===== config.mk =====
export PLATFORM = sky130hd
export DESIGN_NAME = e2q_front
export DESIGN_NICKNAME = d
export VERILOG_FILES = /design/src/e2q_pkg.sv /design/src/e2q_front.sv
export SDC_FILE = /design/constraint.sdc
export NUM_CORES = 1
export LEC_CHECK = 0
export BUFFER_PORTS_ARGS = -buffer_cell sky130_fd_sc_hd__buf_2
export CAP_MARGIN = 20
export CORE_ASPECT_RATIO = 1.25
export CORE_MARGIN = 3
export CORE_UTILIZATION = 47
export DETAILED_ROUTE_END_ITERATION = 10
export HOLD_SLACK_MARGIN = 0.05
export PLACE_DENSITY = 0.8
export SLEW_MARGIN = 40
export SYNTH_ARGS = -nofsm -noshare
export SYNTH_HDL_FRONTEND = slang
export SYNTH_SLANG_ARGS = --single-unit

===== constraint.sdc =====
create_clock -name clock -period 2.7 [get_ports clock]
set_input_delay 0.27 -clock clock [delete_from_list [all_inputs] [get_ports clock]]
set_output_delay 0.27 -clock clock [all_outputs]
set_load 0.01 [all_outputs]

===== src/e2q_pkg.sv =====
// ----------------------------------------------------------------------------
// e2q_pkg: euler to quaternion shared types and constants
// Payload structs, Q30 format constants and helpers shared by all modules.
// ----------------------------------------------------------------------------
`timescale 1ns / 1ps
package e2q_pkg;

   localparam int QBITS = 30;
   localparam int ANGLE_W = 16;
   localparam int QUAT_W = 16;
   // sine/cosine magnitude in q30, including the value one
   localparam int MAG_W = QBITS + 1;
   // signed q30 value with magnitude up to one
   localparam int SQ_W = QBITS + 2;

   typedef struct packed {
      logic signed [ANGLE_W-1:0] roll_angle;
      logic signed [ANGLE_W-1:0] pitch_angle;
      logic signed [ANGLE_W-1:0] yaw_angle;
   } req_word_type;

   typedef struct packed {
      logic signed [QUAT_W-1:0] quat_w;
      logic signed [QUAT_W-1:0] quat_x;
      logic signed [QUAT_W-1:0] quat_y;
      logic signed [QUAT_W-1:0] quat_z;
   } rsp_word_type;

   // table index and sign of one half angle
   typedef struct packed {
      logic neg;
      logic [15:0] idx;
   } half_angle_type;

   typedef struct packed {
      half_angle_type roll;
      half_angle_type pitch;
      half_angle_type yaw;
   } angle_set_type;

   // round a q60 magnitude back to q30, half up
   function automatic logic [MAG_W-1:0] rnd_q30(input logic [2*MAG_W-1:0] m);
      logic [2*MAG_W:0] t;
      t = {1'b0, m} + (2*MAG_W+1)'(64'd1 << (QBITS - 1));
      return MAG_W'(t >> QBITS);
   endfunction

endpackage


===== src/e2q_front.sv =====
// ----------------------------------------------------------------------------
// e2q_front: angle classification
// Folds each angle to a sign and a quarter-wave table index, one word a cycle unless the output is held.
// ----------------------------------------------------------------------------
`timescale 1ns / 1ps
module e2q_front
   import e2q_pkg::*;
#(
   parameter int SINE_TABLE_BITS = 10
) (
   input  logic          clock,
   input  logic          reset,
   input  logic          in_valid,
   output logic          in_ready,
   input  req_word_type  in_word,
   output logic          out_valid,
   input  logic          out_ready,
   output angle_set_type out_set
);

   localparam int SH = 15 - SINE_TABLE_BITS;
   localparam logic [16:0] FULL = 17'(1) << SINE_TABLE_BITS;

   logic          valid_ff, valid_in;
   angle_set_type set_ff, set_in;

   function automatic half_angle_type classify(input logic [15:0] raw);
      half_angle_type h;
      logic [16:0] mag;
      logic [17:0] k;
      h.neg = raw[15];
      mag = raw[15] ? (17'h10000 - {1'b0, raw}) : {1'b0, raw};
      k = ({1'b0, mag} + 18'((18'd1 << SH) >> 1)) >> SH;
      if (k > {1'b0, FULL}) k = {1'b0, FULL};
      h.idx = k[15:0];
      return h;
   endfunction

   // single output register, stalls only when held
   assign in_ready = !valid_ff || out_ready;
   assign valid_in = in_ready ? in_valid : valid_ff;
   always_comb begin
      set_in = set_ff;
      if (in_ready && in_valid) begin
         set_in.roll  = classify(in_word.roll_angle);
         set_in.pitch = classify(in_word.pitch_angle);
         set_in.yaw   = classify(in_word.yaw_angle);
      end
   end

   always_ff @(posedge clock) begin
      if (reset) begin
         valid_ff <= 1'b0;
      end else begin
         valid_ff <= valid_in;
      end
      set_ff <= set_in;
   end

   assign out_valid = valid_ff;
   assign out_set   = set_ff;

endmodule


# == Yosys cells after proc, flatten, opt, wreduce, memory -nomap -nowiden ==
# Index checks and enable logic that the tools add are counted.
# word_totals
reg_bits,52
latch_bits,0
ram_bits,0
rom_bits,0
out_inout_bits,53
elab_cells,25
mem_count,0
# op_classes
n_addsub,6
multipliers,0
div_mod_pow,0
order_cmp,3
n_eq_ne,0
n_shift,0
mux,3
n_bitwise,0
reduce_logical,3
# ops
operator,count
adder 17 x 5 -> 18 bit (second input constant),3
2-to-1 mux 17 bit,3
subtractor 17 x 16 -> 17 bit (first input constant),3
greater-than comparator 13 x 11 -> 1 bit (second input constant),3
logical AND 1 bit,1
zero test 1 bit,1
logical OR 1 bit,1

# == Logic depth before layout (Yosys ltp) ==
# logic_depth
word_depth,4
ltp_mapped,13

# == Worst setup path before layout ==
# OpenSTA, ideal clock, no wires.
# synth_timing
path_type,input to register
startpoint,input in_word[35] (netlist bit)
endpoint,register set_ff (netlist bit out_set[35]) (data pin)
setup_ns,0.257
t_arrival_ns,2.607
required_ns,2.443
setup_slack_ns,-0.163
stages,10
path_buffers,2
cell_sequence,or4_1 > buf_2 > or4_4 > buf_6 > xnor2_1 > o41ai_1 > and2_4 > nand2b_1 > a32o_2 > nor2_1
# synth_via
elab_chain_cells,4
# synth_rtl
element,line,rtl
from (decl),e2q_front.sv:15,"input req_word_type in_word,"
subtractor 17 x 16 -> 17 bit,e2q_front.sv:32,"mag = raw[15] ? (17'h10000 - {1'b0, raw}) : {1'b0, raw};"
2-to-1 mux 17 bit (*),e2q_front.sv:32,
adder 17 x 5 -> 18 bit (*),e2q_front.sv:33,"k = ({1'b0, mag} + 18'((18'd1 << SH) >> 1)) >> SH;"
greater-than comparator 13 x 11 -> 1 bit,e2q_front.sv:34,"if (k > {1'b0, FULL}) k = {1'b0, FULL};"
to (signal assigned),e2q_front.sv:57,set_ff <= set_in;
to (decl),e2q_front.sv:25,"angle_set_type set_ff, set_in;"
# Every way passes the cells marked *; elsewhere a longest branch is shown, timed or not.
# A chain may end at the register's enable or synchronous reset.

# == Worst setup path in the final report ==
# layout_timing
startpoint,input in_word[19] (netlist bit)
endpoint,register set_ff (netlist bit out_set[17]) (data pin)
# The elaborated chain is that of the path after synthesis.

==> flow_summary.toml <==
[pwr]
worst_ir_drop_vdd_v = 0.000280
leakage_nw = 1.76
p_per_area_nw_per_um2 = 426

[logic_synthesis]
synthFlopType = "edfxtp_1"
synthXorXnorAreaFrac_pct = 11.6
synth-edff-count = 42
async_flop_share_pct = 0
synthMuxAreaShare_pct = 0.645
ys_seq_elements = 43
ys_seq_area_share_pct = 38.8
synth_compound_area_share_pct = 17.2
netlist_instances = 362
synth_top_family_by_area = "simple AND/OR/NAND/NOR gates"
syn_area_um2 = 3300
synth.distinct_cells = 71
avgSynthCellArea_um2 = 9.11
synthAdderAreaFrac_pct = 1.14
synth-warning-count = 0
synth-simple-area-share_pct = 23.8

[final_layout]
antenna-diode-count = 0
layout_common_cells = "buf_2 (95), buf_4 (45), edfxtp_1 (42), nor2_1 (36), xnor2_1 (34)"
nNetsFinal = 544
layout_commonest_cell = "buf_2"
drive_above_1_share_pct = 35.7
syn_to_final_growth_pct = 28.9
num-fill-cells = 593

[timing]
setup_violations = 0
slew_violations = 0
clock-skew-final_ns = 0.00632
min_period_over_period_pct = 95.1
max_freq_ghz = 0.390
hold_violations = 0
final.hold.worst_slack_ns = 0.131
finalWorstSetupSlack_ns = 0.133
post-route-min-period_ns = 2.57

[worst_setup_path]
cp-start-kind = "primary input"
crit_path_max_fanout = 3
rr_startpoint = "out_valid"
reg2reg_to = "out_set[40]"
critPathRequiredTime_ns = 2.86
cp-end-kind = "flip-flop"
criticalPathCategory = "in2reg"
rrSetupSlack_ns = 1.45
reg2reg_depth = 3
critPathArrivalTime_ns = 2.72

[drt]
drt-total-wl_um = 7670
drt-initial-drc-count = 99
routed_via_density = 5.40
drtAntennaViolNets = 0
firstDrtPassIters = 4
drcViolationCount = 0
vias = 3115
wl_per_cell_um = 13.3

[job]
maxCapViolations = 0

[floorplanning]
die_x_um = 80.9
dieArea_um2 = 8070
start_util_pct = 49.3
rows = 33
ios = 105
die_y_um = 99.7
coreArea_um2 = 6690

[hold_path]
worst_hold_path.num_cells = 2
min_path_type = "in2reg"
hold_path_end = "out_valid"
hp-start = "reset"

[cts]
clock-sinks = 43
ctsHoldBuffers = 0
clock_latency_ns = 0.29
clkTransAtPathRegs_ns = 0.08
cts_tree = "yes"
cts_root_buffer = "clkbuf_8"
ctsHtreeMaxLevel = 2
cts_made_buffers = 5
cts.path.max_buffers = 2

[place]
pre_cts_ws_ns = -0.180
place_hpwl_um = 6220
io_buffers = 95
place.gp.congestion = 0.896

[global_route]
grt_usage_pct = 19.6
grt_pass1_wl_um = 12800
grt_pass1_vias = 2963
grt_max_degree = 22
antenna_found_initial = 0
grt-ovfl-total = 0

[status]
status = "complete, no violations"
## registers in the layout, indices dropped and copies added, names as in the netlist
signal	count
out_valid	1
out_set	42
## synth_stat cells (5+ instances only)
cell      number  area [um^2]
a21oi_1       11         55.1
nand3_1        7         35.0
a31oi_1       10         62.6
nand2b_1       6         37.5
nand2_1       30          113
buf_4          9         67.6
nand4_1        5         31.3
nor2_1        36          135
nor2b_1        8         50.1
xnor2_1       36          315
edfxtp_1      42         1260
or4_1          5         37.5
clkbuf_1      19         71.3
o21ai_0       15         75.1
and3_1         5         31.3
xor2_1         6         52.6
inv_1         12         45.0
nor3_1        12         60.1
## what timing repair did
action | 4_1_cts | 5_1_grt
resized for setup | 0 | 2
setup buffers | 0 | 1
endpoints found under the setup margin | 0 | 8
## how the worst max path moves through the flow
stage,start,endpoint,slack (ns)
detailed placement,in_word[19],out_set[17],-0.18
floorplan,in_word[35],out_set[35],-0.04
global placement,in_word[3],out_set[5],-0.13
CTS,in_word[19],out_set[17],0.14
finish,in_word[19],out_set[17],0.13
global route,in_word[19],out_set[18],-0.06
## report_power, final
group          switching, mW  internal [mW]
logic                  0.273          0.223
clock network          0.222          0.275
registers             0.0136          0.806
## per-stage QoR
step	cells	cell area, um^2	power, mW	util (%)	TNS [ns]
after detailed placement	568	4130	1.33	61.7	-1.68
after global placement	568	4130	1.31	61.7	-0.886
after global routing	577	4250	1.92	63.6	-0.115
after floorplan	376	3390	1.14	-	-0.238
after CTS	576	4240	1.83	63.4	0
final	577	4250	1.81	63.6	0
## critical path, stage by stage
cell and delay [ns]:
buf_2 0.10, or4_1 0.59, o21ai_1 0.19, xnor2_1 0.14
ha_1 0.21, inv_1 0.08, a21oi_1 0.15, o221ai_1 0.14
xnor2_1 0.24, nand4b_1 0.12, nor4_1 0.22, a31oi_1 0.15
nor2b_1 0.13
## kinds of logic after synthesis
kind of cell | count (synthesis)
buffers and inverters | 46
muxes | 2
adders and majority gates | 3
xor gates and xnor gates | 43
and+or+nand+nor | 144
AOI/OAI and AO/OA | 80
other | 1
DFF | 43
## final cells by class
| class | instances | area, um^2 | area share, % |
|---|---|---|---|
| clock buffers | 5 | 68.8 | 1.62 |
| clock inverters | 3 | 43.8 | 1.03 |
| inverters | 12 | 45.0 | 1.06 |
| multi-input cells | 287 | 1890 | 44.5 |
| flip-flops and latches | 43 | 1280 | 30.1 |
| well taps | 87 | 109 | 2.56 |
| repair buffers | 140 | 813 | 19.1 |
## per-layer routing
layer / wire (um) / vias up / GRT usage (%) / share of wire, %
li1: - / 1558 / - / -
met1: 2970 / 1429 / 23.0 / 39
met2: 4050 / 111 / 35.4 / 53
met3: 452 / 17 / 2.81 / 5.9
met4: 202 / 0 / 7.54 / 2.6
met5: 0 / - / 0 / 0
Power figures use the tool's default switching activity.
