--- src/e2q_pkg.sv ---
// ----------------------------------------------------------------------------
// e2q_pkg: euler to quaternion shared types and constants
// Payload structs, Q30 format constants and helpers shared by all modules.
// ----------------------------------------------------------------------------
`timescale 1ns / 1ps
package e2q_pkg;

   localparam int QBITS = 30;
   localparam int ANGLE_W = 16;
   localparam int QUAT_W = 16;
   // sine/cosine magnitude in q30, including the value one
   localparam int MAG_W = QBITS + 1;
   // signed q30 value with magnitude up to one
   localparam int SQ_W = QBITS + 2;

   typedef struct packed {
      logic signed [ANGLE_W-1:0] roll_angle;
      logic signed [ANGLE_W-1:0] pitch_angle;
      logic signed [ANGLE_W-1:0] yaw_angle;
   } req_word_type;

   typedef struct packed {
      logic signed [QUAT_W-1:0] quat_w;
      logic signed [QUAT_W-1:0] quat_x;
      logic signed [QUAT_W-1:0] quat_y;
      logic signed [QUAT_W-1:0] quat_z;
   } rsp_word_type;

   // table index and sign of one half angle
   typedef struct packed {
      logic neg;
      logic [15:0] idx;
   } half_angle_type;

   typedef struct packed {
      half_angle_type roll;
      half_angle_type pitch;
      half_angle_type yaw;
   } angle_set_type;

   // round a q60 magnitude back to q30, half up
   function automatic logic [MAG_W-1:0] rnd_q30(input logic [2*MAG_W-1:0] m);
      logic [2*MAG_W:0] t;
      t = {1'b0, m} + (2*MAG_W+1)'(64'd1 << (QBITS - 1));
      return MAG_W'(t >> QBITS);
   endfunction

endpackage

--- src/e2q_queue.sv ---
// ----------------------------------------------------------------------------
// e2q_queue: two-entry word queue
// Decouples the front from the back so that each may stall on its own.
// ----------------------------------------------------------------------------
`timescale 1ns / 1ps
module e2q_queue
   import e2q_pkg::*;
(
   input  logic          clock,
   input  logic          reset,
   input  logic          in_valid,
   output logic          in_ready,
   input  angle_set_type in_word,
   output logic          out_valid,
   input  logic          out_ready,
   output angle_set_type out_word
);

   angle_set_type mem_ff [2];
   logic       wptr_ff, rptr_ff;
   logic [1:0] count_ff, count_in;
   logic       push, pop;

   assign in_ready  = count_ff != 2'd2;
   assign out_valid = count_ff != 2'd0;
   assign push = in_valid && in_ready;
   assign pop  = out_valid && out_ready;
   assign count_in = count_ff + 2'(push) - 2'(pop);
   assign out_word = mem_ff[rptr_ff];

   // pointers and fill count
   always_ff @(posedge clock) begin
      if (reset) begin
         wptr_ff  <= 1'b0;
         rptr_ff  <= 1'b0;
         count_ff <= 2'd0;
      end else begin
         if (push) wptr_ff <= !wptr_ff;
         if (pop) rptr_ff <= !rptr_ff;
         count_ff <= count_in;
      end
   end

   // storage
   always_ff @(posedge clock) begin
      if (push) mem_ff[wptr_ff] <= in_word;
   end

endmodule

--- config.mk ---
export PLATFORM = sky130hd
export DESIGN_NAME = e2q_queue
export DESIGN_NICKNAME = d
export VERILOG_FILES = /design/src/e2q_pkg.sv /design/src/e2q_queue.sv
export SDC_FILE = /design/constraint.sdc
export NUM_CORES = 1
export LEC_CHECK = 0
export BUFFER_PORTS_ARGS = -buffer_cell sky130_fd_sc_hd__buf_2
export CAP_MARGIN = 5
export CELL_PAD_IN_SITES_DETAIL_PLACEMENT = 1
export CELL_PAD_IN_SITES_GLOBAL_PLACEMENT = 1
export CORE_MARGIN = 2
export CORE_UTILIZATION = 41
export CTS_BUF_LIST = sky130_fd_sc_hd__clkbuf_4 sky130_fd_sc_hd__clkbuf_8
export CTS_CLUSTER_SIZE = 12
export DETAILED_ROUTE_END_ITERATION = 6
export PLACE_DENSITY_LB_ADDON = 0.12
export SETUP_SLACK_MARGIN = 0.4
export SYNTH_ARGS = -nofsm -noshare
export SYNTH_HDL_FRONTEND = slang
export SYNTH_SLANG_ARGS = --single-unit
--- constraint.sdc ---
create_clock -name clock -period 2.2 [get_ports clock]
set_input_delay 0.11 -clock clock [delete_from_list [all_inputs] [get_ports clock]]
set_output_delay 0.11 -clock clock [all_outputs]
set_load 0.005 [all_outputs]
## After elaboration in Yosys (flattened, before gate mapping)

Memories as Yosys holds them, arrays and structs flattened. A register that Yosys moved wholly into a read port is not among the register bits.
Index checks and enable logic that the tools add are counted.

| operators by class | value |
|---|---|
| $add $sub $neg | 2 |
| eq/ne operators | 1 |
| reduce and logical (&&, ||, !) cells | 5 |
| muxes and demuxes | 4 |

Operator list:

| kind | count |
|---|---|
| 2-to-1 mux 1 bit | 4 |
| adder 2 x 1 -> 2 bit | 1 |
| logical AND 1 bit | 2 |
| logical NOT 1 bit | 2 |
| != test 2 bit, second input constant | 1 |
| nonzero test 2 bit | 1 |
| subtractor 2 x 1 -> 2 bit | 1 |

| storage, ports and cells | value |
|---|---|
| logic and storage cells | 16 |
| bits in registers | 4 |
| bits in writable memories | 102 |
| output and inout bits | 53 |
| memories kept | 1 |
| input port bits | 55 |

Memories:

| name | depth | bits a word | read ports | clocked after Yosys merged registers in | write ports | line | source |
|---|---|---|---|---|---|---|---|
| mem_ff | 2 | 51 | 1 | 1 | 1 | e2q_queue.sv:19 | `angle_set_type mem_ff [2];` |

## Logic depth before layout (Yosys ltp)

Gate-level depths: netlist (run 1).

| depth | value |
|---|---|
| depth in word-level cells | 4 |
| mapped depth | 6 |
| depth with buffers taken out | 6 |

## Worst setup path after synthesis (run 1)

OpenSTA, ideal clock, no wires.

| timing path | value |
|---|---|
| kind | register -> register |
| from | reg count_ff[0] |
| to | mem mem_ff[1][0] (netlist bit) (enable) |
| data arrival time | 1854 ps |
| path buffers | 0 |
| clock period less this slack | 2268 ps |
| data required time | 1786 ps |
| library setup time | 414 ps |
| cell stages (with the launch flop) | 3 |
| slack | -68 ps |
| path through | dfxtp_1 -> nand2b_1 -> and3_1 |

| on the way | value |
|---|---|
| longest elaborated chain between the ends | 4 |

RTL lines:

| what | line | source |
|---|---|---|
| start, declared | e2q_queue.sv:21 | `logic [1:0] count_ff, count_in;` |
| start signal, assigned | e2q_queue.sv:40 | `count_ff <= count_in;` |
| != test 2 bit | e2q_queue.sv:24 | `assign in_ready = count_ff != 2'd2;` |
| via in_ready | e2q_queue.sv:12 | `output logic in_ready,` |
| logical AND 1 bit | e2q_queue.sv:26 | `assign push = in_valid && in_ready;` |
| 2-to-1 mux 1 bit | e2q_queue.sv:46 | `if (push) mem_ff[wptr_ff] <= in_word;` |
| 2-to-1 mux 1 bit (implied by the code) | e2q_queue.sv:46 |  |
| end, declared | e2q_queue.sv:19 |  |

The timed path passes the listed nets, and every way through them passes these cells.

==> run_results.csv, run 1 <==
group,metric,value,unit
drt,ant_nets,0,
pwr,comb_power_share,0.206,
setup_path,crit_chain,"buf_12 -> mux2_1 -> buf_2",
floorplanning,core,9280,µm²
clocking,cts_tree,"done",
floorplanning,rows,35,
sta,tightest_slew,0.434,ns
setup_path,max_stage_delay,0.53,ns
sta,slew_headroom,0.710,
pwr,seq_power_share,0.542,
finish,drive_gt1_frac,0.375,
pwr,powerDensity,880,nW/µm²
clocking,cts_sinks,107,
clocking,cts.clk_slew.worst_paths,0.09,ns
placed_design,place_congestion,0.703,
placed_design,dp_cells,424,
setup_path,worstSetupPathType,"flop to primary output",
setup_path,end_kind,"primary output",
global_route,grt_pass1_wl,12.3,mm
drt,drt_pass1_iterations,4,
logic_synthesis,yosys.area_share.simple,0.0233,
logic_synthesis,syn_nets,244,
finish,stdcell_count,492,
setup_path,reg2reg_slack,0.60,ns
clocking,clk_path_buf_depth,2,
sta,fin_hold_ws,0.146,ns
finish,final_core_util,0.582,
logic_synthesis,synth_cell_types,23,
setup_path,cp_slowest_cell,"dfxtp_4",
clocking,insertion_delay,0.37,ns
finish,nNetsFinal,414,
clocking,cts_max_level,3,
setup_path,cp_top_family,"flip-flops",
pwr,leakagePower,2.05,nW
setup_path,reg2reg_from,"count_ff[1]",
global_route,grt_overflow,0,
sta,slew_violations,0,
sta,setup_tns,0,ns
sta,finalCriticalPeriod,1.72,ns
flow_run,maxCapViolCount,0,
logic_synthesis,syn_avg_cell_area,20.9,µm²
global_route,grt_max_degree,32,
global_route,grt_pass1_vias,2417,
worst_hold_path,hold_depth,3,
logic_synthesis,synthAdderAreaFrac,0.00319,
pwr,pwr-share-clk,0.253,
floorplanning,die_w,102,µm
global_route,grt_usage,0.162,
setup_path,crit_path_end,"out_word[36]",
sta,finalSetupViolCount,0,
floorplanning,io_pins,108,
drt,drc_errors,0,
setup_path,reg2reg_to,"count_ff[1]",
floorplanning,start_util,0.423,
finish,n_antenna_cell,0,
placed_design,port_buffers,107,
sta,fin_crit_sh,0.781,
drt,wl_per_cell,16.4,µm
setup_path,worstPathMaxFanout,18,
sta,max_freq,582,MHz
logic_synthesis,synth_top_family_by_area,"multiplexers",
finish,area.growth.synth_to_final,37.5,%
logic_synthesis,synthTopCellsByArea,"edfxtp_1 (78%), mux2_1 (15%), dfxtp_1 (2.5%)",
setup_path,crit_required,2.09,ns
clocking,cts_root_buf,"clkbuf_8",
pwr,vdd_drop_max,0.485,mV
drt,drtIter0Drc,59,
setup_path,critPathBufInv,2,
logic_synthesis,yosys.area_share.xor_xnor,0.00223,
sta,finalHoldViolations,0,
logic_synthesis,ys_seq_elements,107,
drt,vias,2304,
logic_synthesis,yosysTopAreaCellShare,0.780,
placed_design,hpwlAfterDp,5.03,mm
logic_synthesis,synth_top_cell_by_area,"edfxtp_1",
logic_synthesis,synth-compound-area-share,0.0112,
global_route,antenna_found_initial,0,
clocking,cts-buffers-inserted,9,
pwr,p_int,3.53,mW
outcome,status,"complete, no violations",
sta,grt_setup_unrepaired,"false",
logic_synthesis,synth_area,3930,µm²
drt,viasPerCell,4.68,
sta,skew,0.0166,ns
floorplanning,die_area,10400,µm²
logic_synthesis,seq_area_frac_synth,0.805,
setup_path,cp.arrival,1.61,ns
logic_synthesis,synthMuxAreaShare,0.146,
pwr,switchingPower,1.22,mW
drt,drt-total-wl,8.07,mm
pwr,sw_frac_of_total,0.257,
logic_synthesis,yosys_warnings,0,
setup_path,start_kind,"flop",
setup_path,r2r_cells,6,
setup_path,path_depth,3,
logic_synthesis,syn_inst,188,
floorplanning,die_h,102,µm
worst_hold_path,hp-class,"input pin to flop",
[how the worst min path moves through the flow]
stage,startpoint,endpoint
floorplan,reset,wptr_ff
global placement,in_word[7],mem_ff[0][7]
detailed placement,in_word[34],mem_ff[0][34]
CTS,in_valid,wptr_ff
global route,in_valid,wptr_ff
finish,in_valid,wptr_ff
[power by group through the flow]
stage | Clock (mW) | Combinational [mW] | Sequential (mW)
finish | 1.20 | 0.978 | 2.57
floorplan | 0 | 0.514 | 2.56
detailed placement | 0 | 0.922 | 2.62
CTS | 1.25 | 1.00 | 2.58
global placement | 0 | 0.913 | 2.61
global route | 1.32 | 1.07 | 2.60
[stage by stage]
step                instance area [µm²]  power [mW]  worst slack [ns]
floorplan                          3940        3.07             0.428
global route                       5400        4.99             0.413
CTS                                5400        4.83             0.439
global placement                   4680        3.52             0.635
detailed placement                 4680        3.54             0.504
finish                             5400        4.75             0.481
[registers in the layout, indices dropped and copies added (netlist names), named ones only]
signal    flops
mem_ff      102
count_ff      2
rptr_ff       1
wptr_ff       1
[cells by family (layout without fill, tap and decap cells)]
group / count (synthesis) / after routing
xor gates and xnor gates: 1 / 1
AOI/OAI and AO/OA: 6 / 6
DFF: 107 / 107
muxes: 51 / 51
and+or+nand+nor: 15 / 15
buffers and inverters: 7 / 182
adders and majority gates: 1 / 1
[routing by layer]
layer | share of wire | vias up | GRT usage
li1 | - | 1080 | -
met1 | 0.42 | 1148 | 0.203
met2 | 0.52 | 64 | 0.275
met3 | 0.041 | 12 | 0.0294
met4 | 0.021 | 0 | 0.0779
met5 | 0 | - | 0
[Yosys cell counts]
| cell | instances |
|---|---|
| xor2_1 | 1 |
| and3_1 | 2 |
| a21oi_1 | 1 |
| mux2_1 | 51 |
| edfxtp_1 | 102 |
| nand3_1 | 1 |
| a21bo_1 | 1 |
| nand3b_1 | 1 |
| ha_1 | 1 |
| nor4bb_1 | 1 |
| o21ai_1 | 1 |
| nor3_2 | 1 |
| o21ai_0 | 1 |
| inv_1 | 1 |
| dfxtp_1 | 5 |
| or2_2 | 1 |
| nor4_1 | 1 |
| nand2b_1 | 1 |
| o31a_1 | 1 |
| buf_2 | 6 |
| o21ba_1 | 1 |
| nor2b_1 | 2 |
| nor2_1 | 4 |
[cells in the final DEF, fill, tap and decap left out, types with 2 or more instances in the layout]
master	n
buf_4	4
clkinv_4	2
dlygate4sd3_1	52
clkbuf_8	9
buf_2	107
nor2b_1	2
edfxtp_1	102
inv_6	2
mux2_1	51
nor2_1	4
buf_12	2
clkinv_2	2
dfxtp_1	3
[area by class of cell]
type	instances	area [µm²]
well taps	129	161
clock inverters	7	75.1
inverters	1	7.51
clock buffers	9	124
flip-flops and latches	107	3170
multi-input cells	74	739
repair buffers	165	1130
fillers	907	3880
[worst reg2reg max path, delay by kind of cell, from the launching register on]
| kind | cells | cell delay, ns |
|---|---|---|
| fa+ha+maj | 1 | 0.19 |
| simple gates | 4 | 0.71 |
| flops | 1 | 0.41 |
| compound gates | 1 | 0.18 |
[what timing repair did]
| item | CTS | global route |
|---|---|---|
| gates resized for setup | 1 | 1 |
| gates cloned | 0 | 0 |
| endpoints found under the hold margin | 107 | 0 |
| endpoints found under the setup margin | 35 | 1 |
| setup buffers | 0 | 0 |
| pin swaps | 0 | 0 |
| hold buffers | 52 | 0 |
Note: power is estimated with default switching activity, not from simulation.
==> run 2, diff against run 1 <==
- ABC_AREA: default -> 1
- CORE_UTILIZATION: 41 -> 42
- clock period: 2.2 -> 1.4 ns (I/O delays scaled with it)
==> run 2 against run 1 <==
Against the previous run:
- the run now ends with negative setup slack left
- worst hold slack worse by 0.0076 ns
- via count up 11%
- register-to-register slack worse by 0.68 ns
- cell count up 9.3%
- die area up 3.7%
- synthesized cell count up 3.7%
- combinational power rose to 4.6 times the previous value
- utilization up 11 points
- non-clock buffer count up 35
- worst setup slack worse by 0.60 ns
==> run_results.csv, run 2 <==
group,metric,value,unit
outcome,status,"complete, but fails checks",
outcome,violations,"negative setup slack",
logic_synthesis,synth_area,4180,µm²
drt,drt_pass1_iterations,4,
worst_hold_path,worstHoldStart,"in_valid",
flow_run,maxCapViolCount,0,
setup_path,crit_chain,"buf_12 -> mux2_4 -> buf_6",
finish,drive_gt1_frac,0.585,
pwr,leakagePower,2.68,nW
pwr,switchingPower,2.92,mW
setup_path,reg2reg_slack,-0.08,ns
sta,tightest_slew,0.281,ns
finish,reg_top3,"mem_ff (102), count_ff (2)",
logic_synthesis,async_flop_share,0,
logic_synthesis,yosysTopAreaCellShare,0.733,
sta,setup_tns,-6.82,ns
logic_synthesis,synth_cell_types,16,
sta,finalSetupViolCount,97,
setup_path,cp_slowest_cell,"dfxtp_4",
logic_synthesis,seq_area_frac_synth,0.757,
placed_design,placed_area,4940,µm²
setup_path,end_kind,"primary output",
floorplanning,die_area,10800,µm²
finish,n_antenna_cell,0,
floorplanning,die_h,104,µm
finish,final_common_cell,"edfxtp_1",
global_route,grt_overflow,0,
sta,skew,0.0157,ns
setup_path,max_stage_delay,0.43,ns
global_route,grt_pass1_vias,2879,
finish,regMostFlops,"mem_ff",
worst_hold_path,hp-class,"input pin to flop",
clocking,cts-buffers-inserted,9,
drt,vias,2554,
pwr,vdd_drop_max,0.856,mV
clocking,cts_tree,"done",
setup_path,worstSetupPathType,"flop to primary output",
global_route,grt_max_degree,18,
drt,ant_nets,0,
placed_design,port_buffers,107,
drt,drc_errors,0,
logic_synthesis,syn_inst,195,
logic_synthesis,synth_edf_count,102,
clocking,clk_path_buf_depth,2,
drt,viasPerCell,4.75,
setup_path,r2r_cells,7,
setup_path,worstPathMaxFanout,17,
logic_synthesis,synth_most_common_cell,"edfxtp_1",
sta,finalWorstSetupSlack,-0.115,ns
clocking,insertion_delay,0.37,ns
placed_design,hpwlAfterDp,5.22,mm
finish,final_cell_mix,"edfxtp_1 (102), buf_6 (65), buf_2 (54)",
sta,grt_setup_unrepaired,"true",
setup_path,crit_required,1.33,ns
floorplanning,core,9730,µm²
pwr,seq_power_share,0.390,
global_route,grt_pass1_wl,16.3,mm
pwr,sw_frac_of_total,0.265,
pwr,pwr-share-clk,0.202,
pwr,p_int,8.11,mW
logic_synthesis,synth_ff_type,"edfxtp_1",
floorplanning,rows,36,
pwr,comb_power_share,0.408,
floorplanning,die_w,104,µm
drt,wl_met1,4.27,mm
floorplanning,start_util,0.429,
clocking,cts_sinks,107,
drt,wl_met2,5.87,mm
finish,area.growth.synth_to_final,61.4,%
sta,max_freq,660,MHz
drt,drtIter0Drc,77,
logic_synthesis,ys_seq_elements,107,
placed_design,place_congestion,0.693,
setup_path,start_kind,"flop",
sta,finalHoldViolations,0,
sta,fin_crit_sh,1.08,
finish,largest_reg_flops,102,
setup_path,reg2reg_from,"count_ff[0]",
setup_path,cp.arrival,1.45,ns
pwr,powerDensity,1640,nW/µm²
global_route,antenna_found_initial,0,
finish,nFillCells,839,
drt,wl_per_cell,20.0,µm
setup_path,path_depth,3,
finish,nNetsFinal,456,
logic_synthesis,syn_avg_cell_area,21.4,µm²
sta,slew_violations,0,
floorplanning,io_pins,108,
setup_path,cp_top_family,"flip-flops",
clocking,cts.clk_slew.worst_paths,0.09,ns
drt,wl_met3,439,µm
sta,slew_headroom,0.813,
worst_hold_path,whs_endpoint,"wptr_ff",
drt,drt-total-wl,10.8,mm
logic_synthesis,synth_top_cell_by_area,"edfxtp_1",
logic_synthesis,yosys_warnings,0,
drt,top_layer,"met4",
clocking,cts_max_level,3,
logic_synthesis,synthTopCellsByCount,"edfxtp_1 (102), mux2_4 (50), inv_1 (8), nor2_1 (8), nand2_1 (7)",
global_route,grt_usage,0.204,
logic_synthesis,synthTopCellsByArea,"edfxtp_1 (73%), mux2_4 (18%), buf_12 (2.4%)",
setup_path,reg2reg_to,"mem_ff[0][22]",
logic_synthesis,syn_nets,251,
setup_path,critPathBufInv,2,
clocking,cts_root_buf,"clkbuf_8",
finish,final_cell_area,6740,µm²
worst_hold_path,hold_depth,3,
sta,finalCriticalPeriod,1.52,ns
## run 2: timing repair
action	in CTS	in global routing
endpoints found under the hold margin	104	0
gates resized for setup	74	27
setup endpoints to repair	158	160
gates cloned	10	2
hold buffers	52	0
pin swaps	11	10
setup buffers	19	3
## run 2: worst max-delay path by stage
stage                              end
after floorplan           mem_ff[1][0]
after global placement     count_ff[1]
after detailed placement   count_ff[1]
after CTS                  out_word[8]
after global routing      out_word[12]
final                     out_word[12]
## run 2: power groups by stage
stage               Sequential [mW]  Clock, mW  Combinational [mW]
floorplan                      4.25          0                1.70
global placement               4.31          0                2.45
detailed placement             4.35          0                2.49
CTS                            4.27       2.23                3.98
global route                   4.35       2.38                4.75
finish                         4.30       2.22                4.50
## run 2: worst min-delay path, cell delays in order
cell and delay [ns]:
buf_2 0.15, a21oi_1 0.13, nor3_4 0.11
## run 2: metal layers
layer,GRT usage,up-vias
li1,-,1161
met1,0.243,1294
met2,0.371,81
met3,0.0459,18
met4,0.0608,0
met5,0,-
## run 2: cells by family after synthesis
kind of cell,count (synthesis),share of synthesized area
muxes,51,0.182
AOI/OAI and AO/OA,2,0.00240
DFF,107,0.757
xor gates and xnor gates,1,0.00210
and+or+nand+nor,19,0.0189
buffers and inverters,14,0.0339
adders and majority gates,1,0.00300
## run 2: cell type report
cell class / instances / area, µm² / area share
timing repair buffer: 200 / 2150 / 0.318
tap: 133 / 166 / 0.0247
sequential: 107 / 3170 / 0.471
inverter: 8 / 32.5 / 0.00482
multi-input combinational: 74 / 988 / 0.147
clock buffer: 10 / 131 / 0.0195
clock inverter: 6 / 104 / 0.0154
## run 2: stage by stage
step	hold slack (ns)	utilization	std cells	setup slack, ns	power (mW)
3_3_place_gp	0.258	0.508	436	0.0534	6.76
6_report	0.139	0.693	538	-0.115	11.0
5_1_grt	0.151	0.693	538	-0.162	11.5
4_1_cts	0.0663	0.673	533	-0.131	10.5
3_5_place_dp	0.261	0.508	436	-0.111	6.84
2_1_floorplan	0.134	-	195	-0.316	5.95
